[src/hdl/xsg_pkg.sv]
package xsg_pkg;

    // Request codes
    localparam logic [1:0] REQ_NEXT = 2'd0;
    localparam logic [1:0] REQ_JUMP = 2'd1;
    localparam logic [1:0] REQ_LOAD = 2'd2;

    // Scrambling multiplier (odd), applied modulo 2^64
    localparam logic [63:0] XS_MULT = 64'd1181783497276652981;

    // Last step of a jump: the step counter wraps after this one
    localparam logic [9:0] JUMP_LAST = 10'h3FF;

    localparam int unsigned NUM_WORDS = 16;

    // Jump polynomial, 1024 bits, least significant word first
    localparam logic [63:0] JUMP_POLY [NUM_WORDS] = '{
        64'h84242f96eca9c41d, 64'ha3c65b8776f96855,
        64'h5b34a39f070b5837, 64'h4489affce4f31a1e,
        64'h2ffeeb0a48316f40, 64'hdc2d9891fe68c022,
        64'h3659132bb12fea70, 64'haac17d8efa43cab8,
        64'hc4cb815590989b13, 64'h5ee975283d71c93b,
        64'h691548c86c1bd540, 64'h7910c41d10a1e6a5,
        64'h0b5fc64563b3e2a8, 64'h047f7684e9fc949d,
        64'hb99181f2d8f685ca, 64'h284600e3f30e38c3
    };

    // Control word from the sequencer to the state word store
    typedef struct packed {
        logic advance;    // one generator step
        logic rotate;     // plain rotation by one slot, position + 1
        logic load_wr;    // write one state word
        logic acc_clear;  // clear the jump accumulator
        logic acc_xor;    // fold all words into the accumulator
        logic acc_copy;   // copy the accumulator back to the state
    } wctl_t;

    // Bit of the jump polynomial for a given step
    function automatic logic jump_bit(input logic [9:0] step);
        logic [63:0] poly_word;
        begin
            poly_word = JUMP_POLY[step[9:6]];
            return poly_word[step[5:0]];
        end
    endfunction

endpackage

[src/hdl/xsg_mul.sv]
// Iterative 64 x 64 -> low 64 multiply by the scrambling constant,
// built from one shared 32 x 32 multiplier used over three passes.
module xsg_mul (
    input  logic        clk,
    input  logic        rst_n,
    input  logic        start,
    input  logic [63:0] x,
    output logic        done,
    output logic [63:0] product
);

    logic        active_reg;
    logic [1:0]  step_reg;
    logic        done_reg;
    logic [63:0] x_reg;
    logic [63:0] prod_reg;
    logic [63:0] acc_reg;

    logic [31:0] op_a;
    logic [31:0] op_b;
    logic [63:0] mul_full;

    // Operand selection: lo*lo, hi*lo, lo*hi
    always_comb
    begin
        case (step_reg)
            2'd0:
            begin
                op_a = x_reg[31:0];
                op_b = xsg_pkg::XS_MULT[31:0];
            end
            2'd1:
            begin
                op_a = x_reg[63:32];
                op_b = xsg_pkg::XS_MULT[31:0];
            end
            2'd2:
            begin
                op_a = x_reg[31:0];
                op_b = xsg_pkg::XS_MULT[63:32];
            end
            default:
            begin
                op_a = '0;
                op_b = '0;
            end
        endcase
    end

    assign mul_full = {32'd0, op_a} * {32'd0, op_b};

    // Control
    always_ff @(posedge clk or negedge rst_n)
    begin
        if (!rst_n)
        begin
            active_reg <= 1'b0;
            step_reg   <= '0;
            done_reg   <= 1'b0;
        end
        else
        begin
            done_reg <= 1'b0;
            if (start)
            begin
                active_reg <= 1'b1;
                step_reg   <= '0;
            end
            else if (active_reg)
            begin
                step_reg <= step_reg + 2'd1;
                if (step_reg == 2'd3)
                begin
                    active_reg <= 1'b0;
                    done_reg   <= 1'b1;
                end
            end
        end
    end

    // Datapath: product registered, folded in on the following pass
    always_ff @(posedge clk)
    begin
        if (start)
        begin
            x_reg <= x;
        end
        else if (active_reg)
        begin
            prod_reg <= mul_full;
            case (step_reg)
                2'd1:    acc_reg <= prod_reg;
                2'd2,
                2'd3:    acc_reg[63:32] <= acc_reg[63:32] + prod_reg[31:0];
                default: acc_reg <= acc_reg;
            endcase
        end
    end

    assign done    = done_reg;
    assign product = acc_reg;

endmodule

[config.mk]
export PLATFORM = sky130hd
export DESIGN_NAME = xsg_mul
export DESIGN_NICKNAME = d
export VERILOG_FILES = /design/src/hdl/xsg_pkg.sv /design/src/hdl/xsg_mul.sv
export SDC_FILE = /design/constraint.sdc
export NUM_CORES = 2
export LEC_CHECK = 0
export ABC_AREA = 1
export BUFFER_PORTS_ARGS = -buffer_cell sky130_fd_sc_hd__buf_2
export CAP_MARGIN = 5
export CORE_MARGIN = 4
export CORE_UTILIZATION = 60
export CTS_BUF_LIST = sky130_fd_sc_hd__clkbuf_8
export DETAILED_ROUTE_END_ITERATION = 12
export PLACE_DENSITY_LB_ADDON = 0.05
export SLEW_MARGIN = 10
export SYNTH_ARGS = -nofsm -noshare
export SYNTH_HDL_FRONTEND = slang
export SYNTH_SLANG_ARGS = --single-unit
[constraint.sdc]
create_clock -name clk -period 12.2 [get_ports clk]
set_input_delay 2.44 -clock clk [delete_from_list [all_inputs] [get_ports clk]]
set_output_delay 2.44 -clock clk [all_outputs]
set_load 0.05 [all_outputs]
==> flow_metrics.tcl <==
set metrics [dict create \
    firstDrtPassIters 6 \
    min_period_ns 9.42 \
    worstSetupStartpoint "step_reg[1]" \
    synthCells 4148 \
    cts.clk_slew.worst_paths_ns 0.11 \
    wire_per_inst_um 20.9 \
    cts_tree "done" \
    grt_usage 0.340 \
    start_util 0.611 \
    crit_path_max_fanout 34 \
    ctsHoldBuffers 0 \
    synth_edf_count 192 \
    yosys.area.top_type "fa_1" \
    core-area_mm2 0.0581 \
    yosysSeqAreaShare 0.165 \
    antenna_left 0 \
    cp_data_arrival_time_ns 9.77 \
    port_buffers 131 \
    final_hold_viol_count 0 \
    synth_fp_nets 5255 \
    yosys-top-cells-count "inv_1 (1307), nand2_1 (890), fa_1 (572)" \
    slew_viol_final 0 \
    first_iter_violations 2363 \
    synth_flop_cell "edfxtp_1" \
    rrSetupSlack_ns 2.78 \
    synth_fa_ha_area_frac 0.487 \
    status "finished, final reports clean" \
    hp-class "reg -> reg" \
    final_cell_area_mm2 0.0375 \
    drc 0 \
    ctsResizeCount 0 \
    cp.required_ns 12.55 \
    grt_pass1_vias 26700 \
    cts_buffer_depth 2 \
    nets 5390 \
    gr-total-overflow 0 \
    max_cap_viol_count 0 \
    max_slew_margin 0.299 \
    hpwlAfterDp_mm 93.7 \
    synth_xor_area_frac 0.0217 \
    worst_pin_slew_ns 1.05 \
    worstRegToRegCells 25 \
    syn-mean-instance-area_um2 8.56 \
    setup_viol 0 \
    r2r-end "prod_reg[30]" \
    grt_first_pass_wirelength_mm 159 \
    fmax_ghz 0.106 \
    place_congestion 1.01 \
    synth_area_leaders "fa_1 (32%), ha_1 (16%), edfxtp_1 (16%)" \
    die_w_um 251 \
    vias 26600 \
    clock-sinks 196 \
    synth.cell_area_mm2 0.0355 \
    synth_top_area_share 0.322 \
    via_per_inst 5.26 \
    synth.distinct_cells 47 \
    num_io_pins 132 \
    fillCellCount 5214 \
    cts_setup_buffers 0 \
    critPathKind "reg -> reg" \
    rsz0062_at_grt "false" \
    synth_mux_area_frac 0 \
    async_reset_ff_frac 0.0204 \
    yosysWarnings 0 \
    r2r-start "step_reg[1]" \
    crit_path_end "prod_reg[30]" \
    setup_tns_ns 0 \
    antenna_found_initial 2 \
    synth-compound-area-share 0.0301 \
    htree_levels 4 \
    grt_max_degree 68 \
    ys_ff_latch 196 \
    synthSimpleGateAreaFrac 0.149 \
    numCtsBuffers 17 \
    root_buffer "clkbuf_8" \
    layout-drive-gt1-share 0.0631 \
    placed_cell_area_mm2 0.0371 \
    endpoint_kind "flip-flop" \
    fp-row-count 88 \
    synth_top_family_by_area "adder cells" \
    wirelength_mm 106 \
    area_delta_synth_final_pct 5.56 \
    critPathLaunchType "flip-flop" \
    synth.most_common_cell "inv_1" \
    insertion_delay_ns 0.59 \
    layout_worst_path_cycle_share 0.772 \
    dieArea_mm2 0.0632 \
    finClkSkew_ns 0.0362 \
    die_y_um 251 \
]
[cell usage in the layout, fill, tap and decap left out, drive strengths merged, types with 4 or more instances in the layout]
cell type and instances:
nand3 103, buf 144, or2 5, nor3 17
ha 468, nand3b 7, and2 6, clkinv 6
a22o 7, clkbuf 17, o21ai 32, dfrtp 4
nand2 907, nand4 19, a21oi 65, a31o 13
nor2 225, inv 1344, a22oi 25, edfxtp 192
fa 572, o21bai 16, xnor2 18, xor2 70
nor4 4, a31oi 4
[critical path, cell delays in order, from the launching register on]
cell and delay [ns]:
dfrtp_1 0.44, inv_1 0.14, ha_2 0.73, a22oi_1 0.28, nor2_1 0.75, inv_1 0.31, nor2_1 0.50, fa_1 0.53
fa_1 0.50, fa_1 0.51, inv_1 0.05, fa_1 0.48, inv_1 0.06, fa_1 0.48, fa_1 0.50, fa_1 0.49
inv_1 0.05, fa_1 0.47, inv_1 0.04, ha_1 0.40, nand2_1 0.17, nor2_1 0.30, and2_1 0.32, nand3_1 0.12
nand2_1 0.24, xor2_1 0.35
[layer usage]
metal / GRT usage / vias up / wire, um
li1: - / 12500 / -
met1: 0.467 / 13000 / 44100
met2: 0.551 / 1021 / 49700
met3: 0.0635 / 152 / 8270
met4: 0.113 / 0 / 3930
met5: 0 / - / 0
[area by class of cell]
class	instances	area, um^2	share of cell area
multi-input cells	2586	24500	0.653
well taps	765	957	0.0255
clock inverters	15	170	0.00454
diodes	1	2.50	0.0000667
inverters	1338	5030	0.134
repair buffers	144	753	0.0201
clock buffers	17	234	0.00624
flip-flops and latches	196	5870	0.156
[cell families after synthesis]
group,after synthesis
XOR/XNOR,88
AO/OA/AOI/OAI,164
flip-flops,196
buffers and inverters,1366
adder cells (fa/ha/maj),1040
AND/OR/NAND/NOR,1294
[metrics by stage]
stage | hold slack, ns | instances | setup WS [ns] | utilization
2_1_floorplan | 0.431 | 4148 | 4.58 | -
3_3_place_gp | 0.466 | 5029 | 2.87 | 0.638
3_5_place_dp | 0.466 | 5029 | 2.87 | 0.638
4_1_cts | 0.489 | 5061 | 2.78 | 0.645
5_1_grt | 0.512 | 5062 | 2.38 | 0.645
6_report | 0.500 | 5062 | 2.78 | 0.645
[how the worst min path moves through the flow]
stage,depth (start not counted),from,end,slack (ns)
2_1_floorplan,0,prod_reg[0],product[0],0.43
3_3_place_gp,0,prod_reg[28],product[28],0.47
3_5_place_dp,0,prod_reg[28],product[28],0.47
4_1_cts,0,prod_reg[28],product[28],0.49
5_1_grt,0,prod_reg[28],product[28],0.51
6_report,0,prod_reg[28],product[28],0.50
Power is not shown: default switching activity piles up to over one toggle a cycle in this logic, so the estimate is an artifact.
