[src/hdl/xsg_pkg.sv]
package xsg_pkg;

    // Request codes
    localparam logic [1:0] REQ_NEXT = 2'd0;
    localparam logic [1:0] REQ_JUMP = 2'd1;
    localparam logic [1:0] REQ_LOAD = 2'd2;

    // Scrambling multiplier (odd), applied modulo 2^64
    localparam logic [63:0] XS_MULT = 64'd1181783497276652981;

    // Last step of a jump: the step counter wraps after this one
    localparam logic [9:0] JUMP_LAST = 10'h3FF;

    localparam int unsigned NUM_WORDS = 16;

    // Jump polynomial, 1024 bits, least significant word first
    localparam logic [63:0] JUMP_POLY [NUM_WORDS] = '{
        64'h84242f96eca9c41d, 64'ha3c65b8776f96855,
        64'h5b34a39f070b5837, 64'h4489affce4f31a1e,
        64'h2ffeeb0a48316f40, 64'hdc2d9891fe68c022,
        64'h3659132bb12fea70, 64'haac17d8efa43cab8,
        64'hc4cb815590989b13, 64'h5ee975283d71c93b,
        64'h691548c86c1bd540, 64'h7910c41d10a1e6a5,
        64'h0b5fc64563b3e2a8, 64'h047f7684e9fc949d,
        64'hb99181f2d8f685ca, 64'h284600e3f30e38c3
    };

    // Control word from the sequencer to the state word store
    typedef struct packed {
        logic advance;    // one generator step
        logic rotate;     // plain rotation by one slot, position + 1
        logic load_wr;    // write one state word
        logic acc_clear;  // clear the jump accumulator
        logic acc_xor;    // fold all words into the accumulator
        logic acc_copy;   // copy the accumulator back to the state
    } wctl_t;

    // Bit of the jump polynomial for a given step
    function automatic logic jump_bit(input logic [9:0] step);
        logic [63:0] poly_word;
        begin
            poly_word = JUMP_POLY[step[9:6]];
            return poly_word[step[5:0]];
        end
    endfunction

endpackage

[src/hdl/xsg_words.sv]
// State word store kept in position order: slot 0 holds the word at the
// current position, slot k the word k places on. A step or rotation shifts
// the slots by one, so every read is at a fixed slot.
module xsg_words (
    input  logic          clk,
    input  logic          rst_n,
    input  xsg_pkg::wctl_t ctl,
    input  logic [3:0]    load_slot,
    input  logic [63:0]   load_value,
    output logic [3:0]    position,
    output logic [63:0]   mix_word
);

    logic [63:0] slot_reg [xsg_pkg::NUM_WORDS];
    logic [63:0] slot_next [xsg_pkg::NUM_WORDS];
    logic [63:0] acc_reg [xsg_pkg::NUM_WORDS];
    logic [63:0] acc_next [xsg_pkg::NUM_WORDS];
    logic [3:0]  pos_reg;
    logic [3:0]  pos_next;

    logic [63:0] b_sh;

    // xorshift mix of the current word and the next one
    assign b_sh     = slot_reg[1] ^ (slot_reg[1] << 31);
    assign mix_word = b_sh ^ slot_reg[0] ^ (b_sh >> 11) ^ (slot_reg[0] >> 30);

    // Slot update
    always_comb
    begin
        slot_next = slot_reg;
        pos_next  = pos_reg;
        if (ctl.acc_copy)
        begin
            slot_next = acc_reg;
        end
        else if (ctl.advance || ctl.rotate)
        begin
            for (int k = 0; k < xsg_pkg::NUM_WORDS - 1; k++)
            begin
                slot_next[k] = slot_reg[k + 1];
            end
            slot_next[xsg_pkg::NUM_WORDS - 1] = slot_reg[0];
            if (ctl.advance)
            begin
                slot_next[0] = mix_word;
            end
            pos_next = pos_reg + 4'd1;
        end
        else if (ctl.load_wr)
        begin
            slot_next[load_slot] = load_value;
        end
    end

    // Jump accumulator
    always_comb
    begin
        acc_next = acc_reg;
        if (ctl.acc_clear)
        begin
            for (int k = 0; k < xsg_pkg::NUM_WORDS; k++)
            begin
                acc_next[k] = '0;
            end
        end
        else if (ctl.acc_xor)
        begin
            for (int k = 0; k < xsg_pkg::NUM_WORDS; k++)
            begin
                acc_next[k] = acc_reg[k] ^ slot_reg[k];
            end
        end
    end

    always_ff @(posedge clk or negedge rst_n)
    begin
        if (!rst_n)
        begin
            pos_reg <= '0;
            for (int k = 0; k < xsg_pkg::NUM_WORDS; k++)
            begin
                slot_reg[k] <= '0;
                acc_reg[k]  <= '0;
            end
        end
        else
        begin
            pos_reg  <= pos_next;
            slot_reg <= slot_next;
            acc_reg  <= acc_next;
        end
    end

    assign position = pos_reg;

endmodule

[config.mk]
export PLATFORM = sky130hd
export DESIGN_NAME = xsg_words
export DESIGN_NICKNAME = d
export VERILOG_FILES = /design/src/hdl/xsg_pkg.sv /design/src/hdl/xsg_words.sv
export SDC_FILE = /design/constraint.sdc
export NUM_CORES = 2
export LEC_CHECK = 0
export BUFFER_PORTS_ARGS = -buffer_cell sky130_fd_sc_hd__buf_2
export CAP_MARGIN = 20
export CORE_ASPECT_RATIO = 0.8
export CORE_MARGIN = 1
export CORE_UTILIZATION = 45
export DETAILED_ROUTE_END_ITERATION = 6
export HOLD_SLACK_MARGIN = 0.1
export PLACE_DENSITY = 0.71
export SYNTH_ARGS = -nofsm -noshare
export SYNTH_HDL_FRONTEND = slang
export SYNTH_SLANG_ARGS = --single-unit
[constraint.sdc]
create_clock -name clk -period 1.8 [get_ports clk]
set_clock_uncertainty 0.15 [all_clocks]
set_input_delay 0.36 -clock clk [delete_from_list [all_inputs] [get_ports clk]]
set_output_delay 0.36 -clock clk [all_outputs]
set_load 0.1 [all_outputs]
==> results by group <==
Outcome
  • Status: finished with violations
  • Violated checks: DRC, setup timing

Drt
  • DRT iter0 DRCs: approximately 11000
  • Final WL: 357000 um
  • Pre-antenna DRT Iters: 7
  • Via total after detailed routing: between 80000 and 90000
  • Wirelength per Cell: 24.9 um
  • Routed Antenna Nets: 0
  • Drc violations: 12
  • DR vias/cell: 6.20

Synth
  • Synth Flop Type: dfrtp_1
  • Post-synth EDFFs: 0
  • Top cells by area, synth: dfrtp_1, xor2_1, a221oi_1
  • Avg Cell Area, Syn: 9.37 um^2
  • Largest area contributor in the netlist: dfrtp_1
  • Fraction of registers with async set/reset: 100%
  • Yosys top cell area share: 51.4%
  • Syn Nets: about 11000
  • Synthesized instance count: 10668
  • Netlist cell types: 42
  • Sequential area share after synthesis: 51.4%
  • Synthesized area: 0.100 mm^2
  • Synthesis-stage register bit count: ~2100
  • Yosys warns: 0

STA
  • Final setup fails: between 100 and 150
  • Worst slew pin tran: 0.717 ns
  • RSZ-0062 raised after global routing: yes
  • Final hold violation count: 0
  • Fin crit period: 2.85 ns
  • Slew Limit Fails: 0
  • Worst setup margin: -1.05 ns
  • Slew margin rel.: 52.2%
  • Max Clk Rate: 351 MHz
  • Final critical-path share of the clock period: 158%

Place
  • DP Area: 0.122 mm^2
  • Placed instance count: about 14000
  • Buffers on Ports: about 140
  • GP Congestion: about 0.94
  • DPL Wire Length: 240000 um

Setup path
  • R2r setup slk: -0.21 ns
  • Setup CP Type: reg2out
  • Max FO, Critical Path: 2
  • Critical Path RT: 1.29 ns
  • CP startpoint kind: flip-flop
  • Crit path capture type: output port
  • Crit path DAT: approximately 2.3 ns

CTS
  • Number of buffers created by CTS: 205
  • Clock sink count: 2052
  • H-tree depth: 4
  • Clock Pin Slew Worst Setup and Hold Paths: about 0.070 ns
  • CTS Buffer Depth: 4
  • Root Buffer: clkbuf_16
  • TritonCTS clock tree: yes
  • Clk Latency, worst-skew pair: 0.87 ns

Global route
  • Initial antenna violation count: 7
  • Grt total ovfl: 0
  • Vias in the first global route: 89263
  • First-pass GRT wire length: 548000 um
  • Gr usage total: 31.4%
  • Pin count of the biggest net entering global routing: 100

Floorplan
  • Starting Density: 45.4%
  • DIE WIDTH: 529 um
  • CORE AREA: 0.220 mm^2
  • Number of core rows: 154
  • Die height: between 400 and 500 um
  • # IOs: 144
  • Total Die Area: 0.224 mm^2

Flow run
  • Max_cap viols: 0

Power
  • Pwr Density: 1140 mW/mm^2
  • Pleak: around 57 nW
  • Maximum vdd drop: 1.94 mV

Layout
  • Fin nets: 11292
  • Share of layout cells above drive strength 1: 23.4%
  • Fin area: around 0.13 mm^2
  • Area Growth Syn to Fin: 31.6%
  • Fin cells: 14329

Hold path
  • Hold crit path type: in2reg
logic make-up after synthesis:
family	synth area share (%)
compound gates	17.0
xor+xnor	10.9
fa+ha+maj	0.0125
buf+inv	4.45
flops	51.4
mux	0.209
simple gates	16.1
metal layers:
metal	global-route usage [%]	vias to the layer above	wire length [um]
li1	-	37892	-
met3	6.25	977	34300
met2	48.7	4756	163000
met1	42.8	45229	143000
met5	0	-	54
met4	13.4	8	16600
area by class of cell:
type	count	area [um^2]
clock inverter	51	586
clock buffer	304	6030
inverter	5	31.3
timing repair buffer	1419	17800
tap	2964	3710
sequential	2052	51400
multi-input combinational	7532	51900
antenna	2	5.00
fill	17063	88900
critical path, stage by stage (launching register included):
cell and delay [ns]:
dfrtp_2 0.51, xnor2_2 0.19, buf_4 0.16, xnor2_4 0.21
xnor2_4 0.17, buf_12 0.20
layout by cell type (no fill, tap or decap), drive strengths merged, types with 15 or more instances in the layout:
cell / n
dlygate4sd3: 76
and2: 64
xor2: 1058
or3: 31
mux2: 15
dfrtp: 2052
clkinv: 26
o31ai: 967
xnor2: 144
nor2b: 15
buf: 1336
o2bb2ai: 26
nand2: 2015
clkbuf: 311
nor2: 2042
a221oi: 969
a21oi: 65
o22ai: 26
a222oi: 32
path summary, 6_finish.rpt:
| path | start | end | cells after the start |
|---|---|---|---|
| max | slot_reg[900] | mix_word[24] | 5 |
| min | ctl[0] | slot_reg[999] | 5 |
| max reg2reg | slot_reg[944] | slot_reg[997] | 4 |
| min reg2reg | slot_reg[889] | slot_reg[889] | 2 |
| max in group asynchronous | rst_n | slot_reg[775] | 5 |
| min in group asynchronous | rst_n | acc_reg[398] | 3 |
synthesized netlist by cell type (26+ instances only):
| cell type | instances |
|---|---|
| a21oi_1 | 64 |
| o22ai_1 | 26 |
| xnor2_1 | 144 |
| nand2_1 | 2015 |
| o31ai_1 | 967 |
| and2_1 | 64 |
| xor2_1 | 1058 |
| buf_1 | 64 |
| a221oi_1 | 969 |
| a222oi_1 | 32 |
| o2bb2ai_1 | 26 |
| buf_2 | 294 |
| clkbuf_1 | 714 |
| or3_1 | 31 |
| dfrtp_1 | 2052 |
| nor2_1 | 2041 |
repair_timing:
action,CTS,global route
hold buffers,77,5
gates resized for setup,172,61
cloned,0,5
endpoints found under the setup margin,94,2387
buffers inserted,57,24
endpoints found under the hold margin,2953,17
pin swaps,99,62
through the flow:
step                setup TNS, ns  power [mW]  util (%)  hold slack, ns  setup slack, ns
floorplan                  -84.88        86.2         -         -0.0856           -0.316
global placement          -351.87         103      55.5           0.120           -0.615
detailed placement        -379.62         104      55.5           0.116           -0.659
CTS                       -421.54         150      59.4           0.113            -1.09
global route               -66.37         155      59.7           0.102            -1.10
finish                     -63.02         150      59.7          0.0786            -1.05
report_power, final:
group          total, mW  switching [mW]  internal [mW]
registers           58.4            6.37           52.0
clock network       43.5            19.0           24.5
logic               48.5            27.2           21.3
(Power assumes the default switching activity.)
